==> config.mk <==
export PLATFORM = sky130hd
export DESIGN_NAME = additive_lagged_fibonacci_prng_top
export DESIGN_NICKNAME = d
export VERILOG_FILES = /design/src/alfp_pkg.sv /design/src/additive_lagged_fibonacci_prng_top.sv /design/src/alfp_cell.sv /design/src/alfp_minstd.sv
export SDC_FILE = /design/constraint.sdc
export NUM_CORES = 2
export LEC_CHECK = 0
export ABC_AREA = 1
export BUFFER_PORTS_ARGS = -buffer_cell sky130_fd_sc_hd__buf_4
export CELL_PAD_IN_SITES_DETAIL_PLACEMENT = 1
export CELL_PAD_IN_SITES_GLOBAL_PLACEMENT = 2
export CORE_ASPECT_RATIO = 1.4
export CORE_MARGIN = 2
export CORE_UTILIZATION = 40
export CTS_CLUSTER_DIAMETER = 200
export DETAILED_ROUTE_END_ITERATION = 16
export PLACE_DENSITY_LB_ADDON = 0.1
export SKIP_CTS_REPAIR_TIMING = 1
export SYNTH_ARGS = -nofsm -noshare
export SYNTH_HDL_FRONTEND = slang
export SYNTH_SLANG_ARGS = --single-unit
==> constraint.sdc <==
create_clock -name clk -period 13.04 [get_ports clk]
set_input_delay 2.608 -clock clk [delete_from_list [all_inputs] [get_ports clk]]
set_output_delay 2.608 -clock clk [all_outputs]
set_load 0.05 [all_outputs]
==> src/alfp_pkg.sv <==
// ----------------------------------------------------------------------------
// alfp_pkg
// Shared constants, types and control bundles for the additive feedback
// random generator.
// ----------------------------------------------------------------------------
`default_nettype none

package alfp_pkg;

    // ring geometry
    localparam int DEGREE         = 31;
    localparam int SEPARATION     = 3;
    localparam int DISCARD_FACTOR = 10;
    localparam int DISCARD_LEN    = DEGREE * DISCARD_FACTOR;

    // widths
    localparam int WORD_W     = 32;
    localparam int RES_W      = 31;
    localparam int MUL_W      = 15;
    localparam int PROD_W     = RES_W + MUL_W;
    localparam int FILL_CNT_W = $clog2(DEGREE);
    localparam int DISC_CNT_W = $clog2(DISCARD_LEN);

    // minimal-standard constants
    localparam logic [MUL_W-1:0] MINSTD_MUL = 15'd16807;
    localparam logic [RES_W:0]   MINSTD_M   = 32'h7fff_ffff;

    typedef enum logic [1:0] {
        ST_IDLE,
        ST_MUL,
        ST_RED,
        ST_DISCARD
    } alfp_state_t;

    // control from the sequencer to the seed-step unit
    typedef struct packed {
        logic load;    // capture a new seed
        logic mul_en;  // register seed-state times multiplier
        logic red_en;  // fold product and update state
    } alfp_seed_ctrl_t;

endpackage : alfp_pkg

`default_nettype wire

==> src/additive_lagged_fibonacci_prng_top.sv <==
// ----------------------------------------------------------------------------
// additive_lagged_fibonacci_prng_top
// Additive feedback random generator (31-word ring, lag 3), random() type 3.
// ----------------------------------------------------------------------------
// A request with func = 1 returns the next 31-bit random number; the block
// takes one such request per cycle as long as the result register drains.
// A request with func = 0 reseeds: word 0 takes the seed, words 1..30 come
// from the 16807 minimal-standard step (ST_MUL then ST_RED per word in the
// seed-fill unit), then 310 outputs are run and dropped. A reseed keeps the
// block busy through the fill and the discard and produces no result.
// Seed 0 gives an all-zero ring and all-zero outputs. After reset the ring
// is zero, so next requests return 0 until the first reseed.
// The ring is a chain of word cells that rotates by one per generated number:
// cell 0 always holds the rear word and cell SEPARATION the front word, so no
// index registers exist; the updated front word re-enters at cell
// SEPARATION-1 and the old rear word wraps to the last cell.
// ----------------------------------------------------------------------------
`default_nettype none

module additive_lagged_fibonacci_prng_top
    import alfp_pkg::*;
(
    input  wire logic              clk,
    input  wire logic              rst_n,
    input  wire logic              in_valid,
    output logic                   in_ready,
    input  wire logic              func,
    input  wire logic [WORD_W-1:0] seed_value,
    output logic                   out_valid,
    input  wire logic              out_ready,
    output logic      [RES_W-1:0]  random_value
);

    alfp_state_t state_reg;
    alfp_state_t state_next;

    logic [FILL_CNT_W-1:0] fill_cnt_reg;
    logic [FILL_CNT_W-1:0] fill_cnt_next;
    logic [DISC_CNT_W-1:0] disc_cnt_reg;
    logic [DISC_CNT_W-1:0] disc_cnt_next;

    logic             out_valid_reg;
    logic             out_valid_next;
    logic [RES_W-1:0] random_value_reg;
    logic [RES_W-1:0] random_value_next;

    logic              accept;
    logic              chain_shift;
    logic              step_mode;     // 1: generate, 0: push fill word
    logic [WORD_W-1:0] fill_word;
    logic [WORD_W-1:0] feedback_sum;
    logic [RES_W-1:0]  seed_word;
    alfp_seed_ctrl_t   seed_ctrl;

    logic [WORD_W-1:0] tap_word [DEGREE];
    logic [WORD_W-1:0] tap_in   [DEGREE];

    // ------------------------------------------------------------------
    // ring chain
    // ------------------------------------------------------------------
    assign feedback_sum = tap_word[0] + tap_word[SEPARATION];

    genvar k;
    generate
        for (k = 0; k < DEGREE; k++)
        begin : g_ring
            if (k == DEGREE - 1)
            begin : g_tail
                assign tap_in[k] = step_mode ? tap_word[0] : fill_word;
            end
            else if (k == SEPARATION - 1)
            begin : g_front
                assign tap_in[k] = step_mode ? feedback_sum : tap_word[k+1];
            end
            else
            begin : g_plain
                assign tap_in[k] = tap_word[k+1];
            end

            alfp_cell u_stage (
                .clk     (clk),
                .rst_n   (rst_n),
                .shift   (chain_shift),
                .word_in (tap_in[k]),
                .word    (tap_word[k])
            );
        end
    endgenerate

    // ------------------------------------------------------------------
    // seed-fill unit
    // ------------------------------------------------------------------
    alfp_minstd u_minstd (
        .clk      (clk),
        .rst_n    (rst_n),
        .ctrl     (seed_ctrl),
        .seed     (seed_value),
        .word_new (seed_word)
    );

    // ------------------------------------------------------------------
    // sequencer
    // ------------------------------------------------------------------
    assign accept = in_valid && in_ready;

    always_comb
    begin
        state_next = state_reg;
        case (state_reg)
            ST_IDLE:
            begin
                if (accept && !func)
                begin
                    state_next = ST_MUL;
                end
            end
            ST_MUL:
            begin
                state_next = ST_RED;
            end
            ST_RED:
            begin
                if (fill_cnt_reg == FILL_CNT_W'(DEGREE - 2))
                begin
                    state_next = ST_DISCARD;
                end
                else
                begin
                    state_next = ST_MUL;
                end
            end
            ST_DISCARD:
            begin
                if (disc_cnt_reg == DISC_CNT_W'(DISCARD_LEN - 1))
                begin
                    state_next = ST_IDLE;
                end
            end
            default:
            begin
                state_next = ST_IDLE;
            end
        endcase
    end

    always_comb
    begin
        in_ready         = 1'b0;
        chain_shift      = 1'b0;
        step_mode        = 1'b0;
        fill_word        = {1'b0, seed_word};
        seed_ctrl        = '0;
        case (state_reg)
            ST_IDLE:
            begin
                in_ready       = !out_valid_reg || out_ready;
                chain_shift    = in_valid && in_ready;
                step_mode      = func;
                fill_word      = seed_value;
                seed_ctrl.load = in_valid && in_ready && !func;
            end
            ST_MUL:
            begin
                seed_ctrl.mul_en = 1'b1;
            end
            ST_RED:
            begin
                seed_ctrl.red_en = 1'b1;
                chain_shift      = 1'b1;
            end
            ST_DISCARD:
            begin
                chain_shift = 1'b1;
                step_mode   = 1'b1;
            end
            default:
            begin
                in_ready = 1'b0;
            end
        endcase
    end

    // counters and result register
    always_comb
    begin
        fill_cnt_next = fill_cnt_reg;
        disc_cnt_next = disc_cnt_reg;
        if (seed_ctrl.load)
        begin
            fill_cnt_next = '0;
            disc_cnt_next = '0;
        end
        else if (state_reg == ST_RED)
        begin
            fill_cnt_next = fill_cnt_reg + FILL_CNT_W'(1);
        end
        else if (state_reg == ST_DISCARD)
        begin
            disc_cnt_next = disc_cnt_reg + DISC_CNT_W'(1);
        end

        out_valid_next    = out_valid_reg && !out_ready;
        random_value_next = random_value_reg;
        if (accept && func)
        begin
            out_valid_next    = 1'b1;
            random_value_next = feedback_sum[WORD_W-1:1];
        end
    end

    always_ff @(posedge clk or negedge rst_n)
    begin
        if (!rst_n)
        begin
            state_reg     <= ST_IDLE;
            fill_cnt_reg  <= '0;
            disc_cnt_reg  <= '0;
            out_valid_reg <= 1'b0;
        end
        else
        begin
            state_reg     <= state_next;
            fill_cnt_reg  <= fill_cnt_next;
            disc_cnt_reg  <= disc_cnt_next;
            out_valid_reg <= out_valid_next;
        end
    end

    always_ff @(posedge clk)
    begin
        random_value_reg <= random_value_next;
    end

    assign out_valid    = out_valid_reg;
    assign random_value = random_value_reg;

    // ------------------------------------------------------------------
    // assertions
    // ------------------------------------------------------------------
    a_ready_only_idle: assert property (@(posedge clk) disable iff (!rst_n)
        in_ready |-> (state_reg == ST_IDLE))
        else $error("ready raised while sequencer busy");

    a_reseed_starts_fill: assert property (@(posedge clk) disable iff (!rst_n)
        (accept && !func) |=> (state_reg == ST_MUL && fill_cnt_reg == '0))
        else $error("reseed did not start the fill");

    a_next_gives_result: assert property (@(posedge clk) disable iff (!rst_n)
        (accept && func) |=> out_valid)
        else $error("next request produced no result");

    a_discard_ends: assert property (@(posedge clk) disable iff (!rst_n)
        (state_reg == ST_DISCARD && disc_cnt_reg == DISC_CNT_W'(DISCARD_LEN - 1))
        |=> (state_reg == ST_IDLE))
        else $error("discard run did not end on count");

    a_fill_leads_discard: assert property (@(posedge clk) disable iff (!rst_n)
        (state_reg == ST_RED && fill_cnt_reg == FILL_CNT_W'(DEGREE - 2))
        |=> (state_reg == ST_DISCARD && disc_cnt_reg == '0))
        else $error("fill did not hand over to discard");

endmodule : additive_lagged_fibonacci_prng_top

`default_nettype wire

==> src/alfp_cell.sv <==
// ----------------------------------------------------------------------------
// alfp_cell
// One word of the ring; loads its neighbor's word when the chain moves.
// ----------------------------------------------------------------------------
`default_nettype none

module alfp_cell
    import alfp_pkg::*;
(
    input  wire logic              clk,
    input  wire logic              rst_n,
    input  wire logic              shift,
    input  wire logic [WORD_W-1:0] word_in,
    output logic      [WORD_W-1:0] word
);

    logic [WORD_W-1:0] word_reg;
    logic [WORD_W-1:0] word_next;

    always_comb
    begin
        word_next = shift ? word_in : word_reg;
    end

    always_ff @(posedge clk or negedge rst_n)
    begin
        if (!rst_n)
        begin
            word_reg <= '0;
        end
        else
        begin
            word_reg <= word_next;
        end
    end

    assign word = word_reg;

endmodule : alfp_cell

`default_nettype wire

==> src/alfp_minstd.sv <==
// ----------------------------------------------------------------------------
// alfp_minstd
// Seed-fill unit: w <- 16807 * w mod (2^31 - 1), a multiply step then a fold step per word.
// ----------------------------------------------------------------------------
`default_nettype none

module alfp_minstd
    import alfp_pkg::*;
(
    input  wire logic              clk,
    input  wire logic              rst_n,
    input  wire alfp_seed_ctrl_t   ctrl,
    input  wire logic [WORD_W-1:0] seed,
    output logic      [RES_W-1:0]  word_new
);

    logic [RES_W-1:0]  w_reg;
    logic [RES_W-1:0]  w_next;
    logic [PROD_W-1:0] prod_reg;
    logic [PROD_W-1:0] prod_next;

    logic [RES_W:0]    seed_sum;
    logic [RES_W-1:0]  seed_mod;
    logic [RES_W-1:0]  seed_res;
    logic [RES_W:0]    fold_sum;

    // signed seed to residue mod M; 2^32 == 2 mod M, so negatives lose 2
    always_comb
    begin
        seed_sum = {1'b0, seed[RES_W-1:0]} + (RES_W+1)'(seed[WORD_W-1]);
        if (seed_sum >= MINSTD_M)
        begin
            seed_mod = RES_W'(seed_sum - MINSTD_M);
        end
        else
        begin
            seed_mod = seed_sum[RES_W-1:0];
        end
        if (!seed[WORD_W-1])
        begin
            seed_res = seed_mod;
        end
        else if (seed_mod >= RES_W'(2))
        begin
            seed_res = seed_mod - RES_W'(2);
        end
        else
        begin
            seed_res = RES_W'({1'b0, seed_mod} + MINSTD_M - (RES_W+1)'(2));
        end
    end

    // Mersenne fold of the registered product
    always_comb
    begin
        fold_sum = {1'b0, prod_reg[RES_W-1:0]} + (RES_W+1)'(prod_reg[PROD_W-1:RES_W]);
        if (fold_sum >= MINSTD_M)
        begin
            word_new = RES_W'(fold_sum - MINSTD_M);
        end
        else
        begin
            word_new = fold_sum[RES_W-1:0];
        end
    end

    always_comb
    begin
        prod_next = PROD_W'(w_reg) * PROD_W'(MINSTD_MUL);
        w_next    = w_reg;
        if (ctrl.load)
        begin
            w_next = seed_res;
        end
        else if (ctrl.red_en)
        begin
            w_next = word_new;
        end
    end

    always_ff @(posedge clk or negedge rst_n)
    begin
        if (!rst_n)
        begin
            w_reg <= '0;
        end
        else
        begin
            w_reg <= w_next;
        end
    end

    always_ff @(posedge clk)
    begin
        if (ctrl.mul_en)
        begin
            prod_reg <= prod_next;
        end
    end

endmodule : alfp_minstd

`default_nettype wire
After elaboration in Yosys (flattened, before gate mapping)
Index checks and enable logic that the tools add are counted.
{"block": "classes", "bitwise_logic": 0, "n_reduce_logical": 17, "order_cmp": 3, "eq_ne": 8, "addsub": 10, "div_mod_pow": 0, "multipliers": 1, "shifts": 0, "n_mux": 25}
{"cell": "$mux 31", "n": 6}
{"cell": "$mux 32", "n": 3}
{"cell": "$ge 32x31->1 const B", "n": 2}
{"cell": "$sub 31x2->31 const B", "n": 2}
{"cell": "$sub 31x31->31 const B", "n": 2}
{"cell": "$mul 31x15->46 const B", "n": 1}
{"cell": "$add 31x1->32", "n": 1}
{"cell": "$add 31x15->32", "n": 1}
{"cell": "$add 32x32->32", "n": 1}
{"cell": "$add 31x31->31 const B", "n": 1}
{"cell": "$ge 31x2->1 const B", "n": 1}
{"cell": "$mux 9", "n": 3}
{"cell": "$mux 5", "n": 2}
{"cell": "$add 9x1->9 const B", "n": 1}
{"cell": "$eq 9x9->1 const B", "n": 1}
{"cell": "$pmux 2 s4", "n": 1}
{"cell": "$logic_and 1x1->1", "n": 6}
{"cell": "$mux 2", "n": 3}
{"cell": "$ne 2x2->1 const B", "n": 3}
{"cell": "$reduce_bool 2->1", "n": 3}
{"cell": "$add 5x1->5 const B", "n": 1}
{"cell": "$eq 5x5->1 const B", "n": 1}
{"cell": "$mux 1", "n": 5}
{"cell": "$eq 2x2->1 const B", "n": 2}
{"cell": "7 further kinds", "n": 11}
{"block": "totals", "regBits": 1117, "out_inout_bits": 33, "romBits": 0, "latch_bits": 0, "input_bits": 37, "ram_bits": 0, "mem_count": 0}

Depth between registers and ports, before layout
{"block": "logic_depth", "depth_word": 8, "mapped_depth": 31}

Hierarchy
From an unflattened synthesis, not the netlist that was laid out.
{"block": "hier_totals", "cells_unflattened": 7327, "hier_area_um2": 60961.0}
{"mod": "alfp_cell", "cells_each": 136, "n_inst": 31, "area_each_um2": 1292.5, "seq_area_each_um2": 800.8}
{"mod": "alfp_minstd", "cells_each": 2211, "n_inst": 1, "area_each_um2": 15506.1, "seq_area_each_um2": 2157.1}
{"mod": "additive_lagged_fibonacci_prng_top", "cells_each": 900, "n_inst": 1, "area_each_um2": 5387.7, "seq_area_each_um2": 1356.3}

Worst setup path after synthesis
Ideal clock, no wire load.
{"block": "synth_timing", "path_type": "input port to output port", "from": "input out_ready", "to": "output in_ready", "slack_ns": 7.000, "stages": 2, "required_ns": 10.432, "t_arrival_ns": 3.432, "n_path_buf": 0, "path_cell_list": "inv_1 > a21oi_1"}
{"block": "synth_between", "elab_chain_len": 2}
{"element": "from (decl)", "line_no": "additive_lagged_fibonacci_prng_top.sv:30", "source": "input wire logic out_ready,"}
{"element": "$logic_or 1x1->1", "line_no": "additive_lagged_fibonacci_prng_top.sv:156", "source": "in_ready = !out_valid_reg || out_ready;"}
{"element": "$mux 1", "line_no": "additive_lagged_fibonacci_prng_top.sv:153", "source": "case (state_reg)"}
{"element": "to (decl)", "line_no": "additive_lagged_fibonacci_prng_top.sv:26", "source": "output logic in_ready,"}
Every way passes these cells.

Final worst setup path
{"block": "layout_timing", "from": "register u_minstd.w_reg[6]", "to": "register u_minstd.prod_reg[45], data pin"}
{"block": "layout_between", "elab_chain_len": 1}
{"element": "from (decl)", "line_no": "alfp_minstd.sv:17", "source": "logic [RES_W-1:0] w_reg;"}
{"element": "from (signal assigned)", "line_no": "alfp_minstd.sv:89", "source": "w_reg <= w_next;"}
{"element": "$mul 31x15->46", "line_no": "alfp_minstd.sv:69", "source": "prod_next = PROD_W'(w_reg) * PROD_W'(MINSTD_MUL);"}
{"element": "net u_minstd.prod_next[45]", "line_no": "alfp_minstd.sv:20", "source": "logic [PROD_W-1:0] prod_next;"}
{"element": "to (signal assigned)", "line_no": "alfp_minstd.sv:97", "source": "prod_reg <= prod_next;"}
{"element": "to (decl)", "line_no": "alfp_minstd.sv:19", "source": "logic [PROD_W-1:0] prod_reg;"}
The timed path passes the listed nets, and every way through them passes these cells.
A chain may end at the register's enable or synchronous reset.

==> flow_metrics.tcl <==
set metrics [dict create \
    multi_input_area_um2 24900 \
    n_fill_cell 16800 \
    clock_latency_ns 0.75 \
    max_slew_margin 0.174 \
    ios 70 \
    dr.max_layer_used "met4" \
    rr_endpoint "u_minstd.prod_reg[45]" \
    drcViolationCount 0 \
    antenna_found_initial 5 \
    layout-drive-gt1-share 0.0522 \
    via_per_inst 4.92 \
    dp_hpwl_um 111000 \
    ant_nets 0 \
    cts.clk_slew.worst_paths_ns 0.07 \
    whs_path_depth 2 \
    max_cap_viol_count 0 \
    met3_length_um 3190 \
    critical_path_arrival_ns 7.43 \
    clock-root-buffer "clkbuf_16" \
    grtUsageTotal 0.223 \
    hp-class "reg2reg" \
    gp_congestion 0.865 \
    overflow 0 \
    synth-simple-area-share 0.275 \
    crit_slowest_cell "fa_1" \
    netlist-cell-type-count 50 \
    worst_clock_skew_ns 0.0632 \
    largest_reg_flops 992 \
    grt_start_max_net_pins 245 \
    critPathCaptureType "flip-flop" \
    clock_sinks 1117 \
    vias 43100 \
    seq_area_um2 28300 \
    slew_violations 0 \
    yosysWarnings 0 \
    routed_wl_um 158000 \
    fp.coreArea_um2 141000 \
    drt_iter0_drc 2612 \
    cp-start-kind "flip-flop" \
    rrSetupSlack_ns 6.04 \
    die-area_um2 144000 \
    worstHoldStart "g_ring[13].u_stage.word[16]" \
    synth_cells 6903 \
    synth-xor-area-share 0.0192 \
    initial_core_util 0.402 \
    min_to "g_ring[12].u_stage.word[16]" \
    r2r-start "u_minstd.w_reg[6]" \
    hold_violations 0 \
    grt_pass1_wl_um 256000 \
    io_buffers 69 \
    dr.pass1.iters 5 \
    syn-num-nets 7323 \
    cts_tree "yes" \
    timing.final.crit_period_ns 7.00 \
    async_flop_share 0.931 \
    setup_viol 0 \
    crit_family "compound AO/OA/AOI/OAI gates" \
    htree_levels 3 \
    synthMuxAreaShare 0 \
    fmax_mhz 143 \
    clockBufferDepth 3 \
    status "complete, no violations" \
    synth_ff_type "dfrtp_1" \
    grt_pass1_vias 46400 \
    worst-setup-path-type "reg2reg" \
    crit_chain "inv_1, fa_1, inv_1, ha_1, ha_1, ha_1, inv_1, fa_1, inv_1, fa_1, ha_1, a21o_1, a21oi_1, o21ai_0, a21boi_0, o21ai_0, a21boi_0, o21bai_1, a21boi_0, o21ai_0, nand2_1, nand2_1, a21oi_1, o22ai_1" \
    avgSynthCellArea_um2 8.18 \
    die_h_um 449 \
    wl_per_cell_um 18.0 \
    synth_top_family_by_area "simple AND/OR/NAND/NOR gates" \
    rsz0062_at_grt "no" \
    m1WireLength_um 67700 \
    setup_tns_ns 0 \
    path_buf_inv 4 \
    max_stage_delay_ns 0.55 \
    synth-adder-area-share 0.103 \
    die_w_um 322 \
    synth_compound_area_frac 0.0439 \
    cts_buffers 112 \
    tightest_slew_ns 1.24 \
    crit_fanout 6 \
    reg2reg_depth 24 \
    syn_to_final_growth_pct 10.6 \
    syn_area_um2 56500 \
    rows 163 \
    startpoint "u_minstd.w_reg[6]" \
    period_share 0.537 \
    required_ns 13.47 \
    synth-seq-cells 1117 \
    seq_area_frac_synth 0.502 \
    synth-edff-count 77 \
    final_nets 7270 \
    route.met2.wl_um 81400 \
]
## worst min-delay path: stages (launching register included)
cell	delay (ns)
dfrtp_1	0.34
nand2_1	0.05
nand2_1	0.05
## per-layer routing
layer	global-route usage	up-vias
li1	-	21100
met1	0.273	21400
met2	0.404	374
met3	0.0222	224
met4	0.0772	0
met5	0	-
## cells in the final DEF, fill, tap and decap left out, drive strengths merged, types with 28 or more instances in the layout
cell type / Yosys / final
nand2: 3418 / 3418
dfrtp: 1040 / 1040
inv: 577 / 581
nor2: 308 / 308
ha: 248 / 248
o21ai: 210 / 210
nand3: 162 / 162
clkbuf: 254 / 160
a21oi: 155 / 155
fa: 135 / 135
buf: 17 / 104
edfxtp: 77 / 77
xor2: 70 / 70
xnor2: 54 / 54
clkinv: 4 / 34
o22ai: 29 / 29
nor3: 28 / 28
## final cells by class
cell class / count / area share
sequential: 1117 / 0.454
clock inverter: 45 / 0.00841
tap: 1815 / 0.0364
clock buffer: 160 / 0.0529
multi-input combinational: 4934 / 0.399
antenna: 6 / 0.000240
timing repair buffer: 104 / 0.0142
inverter: 581 / 0.0350
## worst max path at each step
| stage | slack (ns) | depth (start not counted) | to |
|---|---|---|---|
| floorplan | 7.00 | 2 | in_ready |
| global placement | 5.98 | 22 | u_minstd.w_reg[6] |
| detailed placement | 5.90 | 28 | u_minstd.w_reg[5] |
| CTS | 5.98 | 24 | u_minstd.prod_reg[45] |
| global route | 5.37 | 24 | u_minstd.prod_reg[45] |
| finish | 6.04 | 24 | u_minstd.prod_reg[45] |
## metrics by stage
step,hold WS [ns],worst slack (ns),utilization,cells,cell area [µm²]
6_report,0.460,6.04,0.445,8762,62500
4_1_cts,0.460,5.98,0.444,8756,62400
5_1_grt,0.481,5.37,0.444,8761,62500
3_5_place_dp,0.458,5.90,0.417,8551,58600
3_3_place_gp,0.453,5.98,0.417,8551,58600
2_1_floorplan,0.442,7.00,-,6903,56500
## logic make-up (layout without fill, tap and decap cells)
group | after synthesis | after routing
buffers and inverters | 852 | 890
xor gates and xnor gates | 124 | 124
adders and majority gates | 383 | 383
and+or+nand+nor | 3970 | 3970
AOI/OAI and AO/OA | 457 | 457
other | 0 | 6
DFF | 1117 | 1117
## synthesized netlist by cell type (all sizes together) (29+ instances only)
cell	instances	share of area
edfxtp	77	0.041
xnor2	54	0.0084
dfrtp	1040	0.46
inv	577	0.038
fa	135	0.048
clkbuf	254	0.017
a21oi	155	0.014
ha	248	0.055
nand2	3418	0.23
o22ai	29	0.0032
nor2	308	0.022
nand3	162	0.016
o21ai	210	0.019
xor2	70	0.011
Power is not shown: default switching activity piles up to over one toggle a cycle in this logic, so the estimate is an artifact.
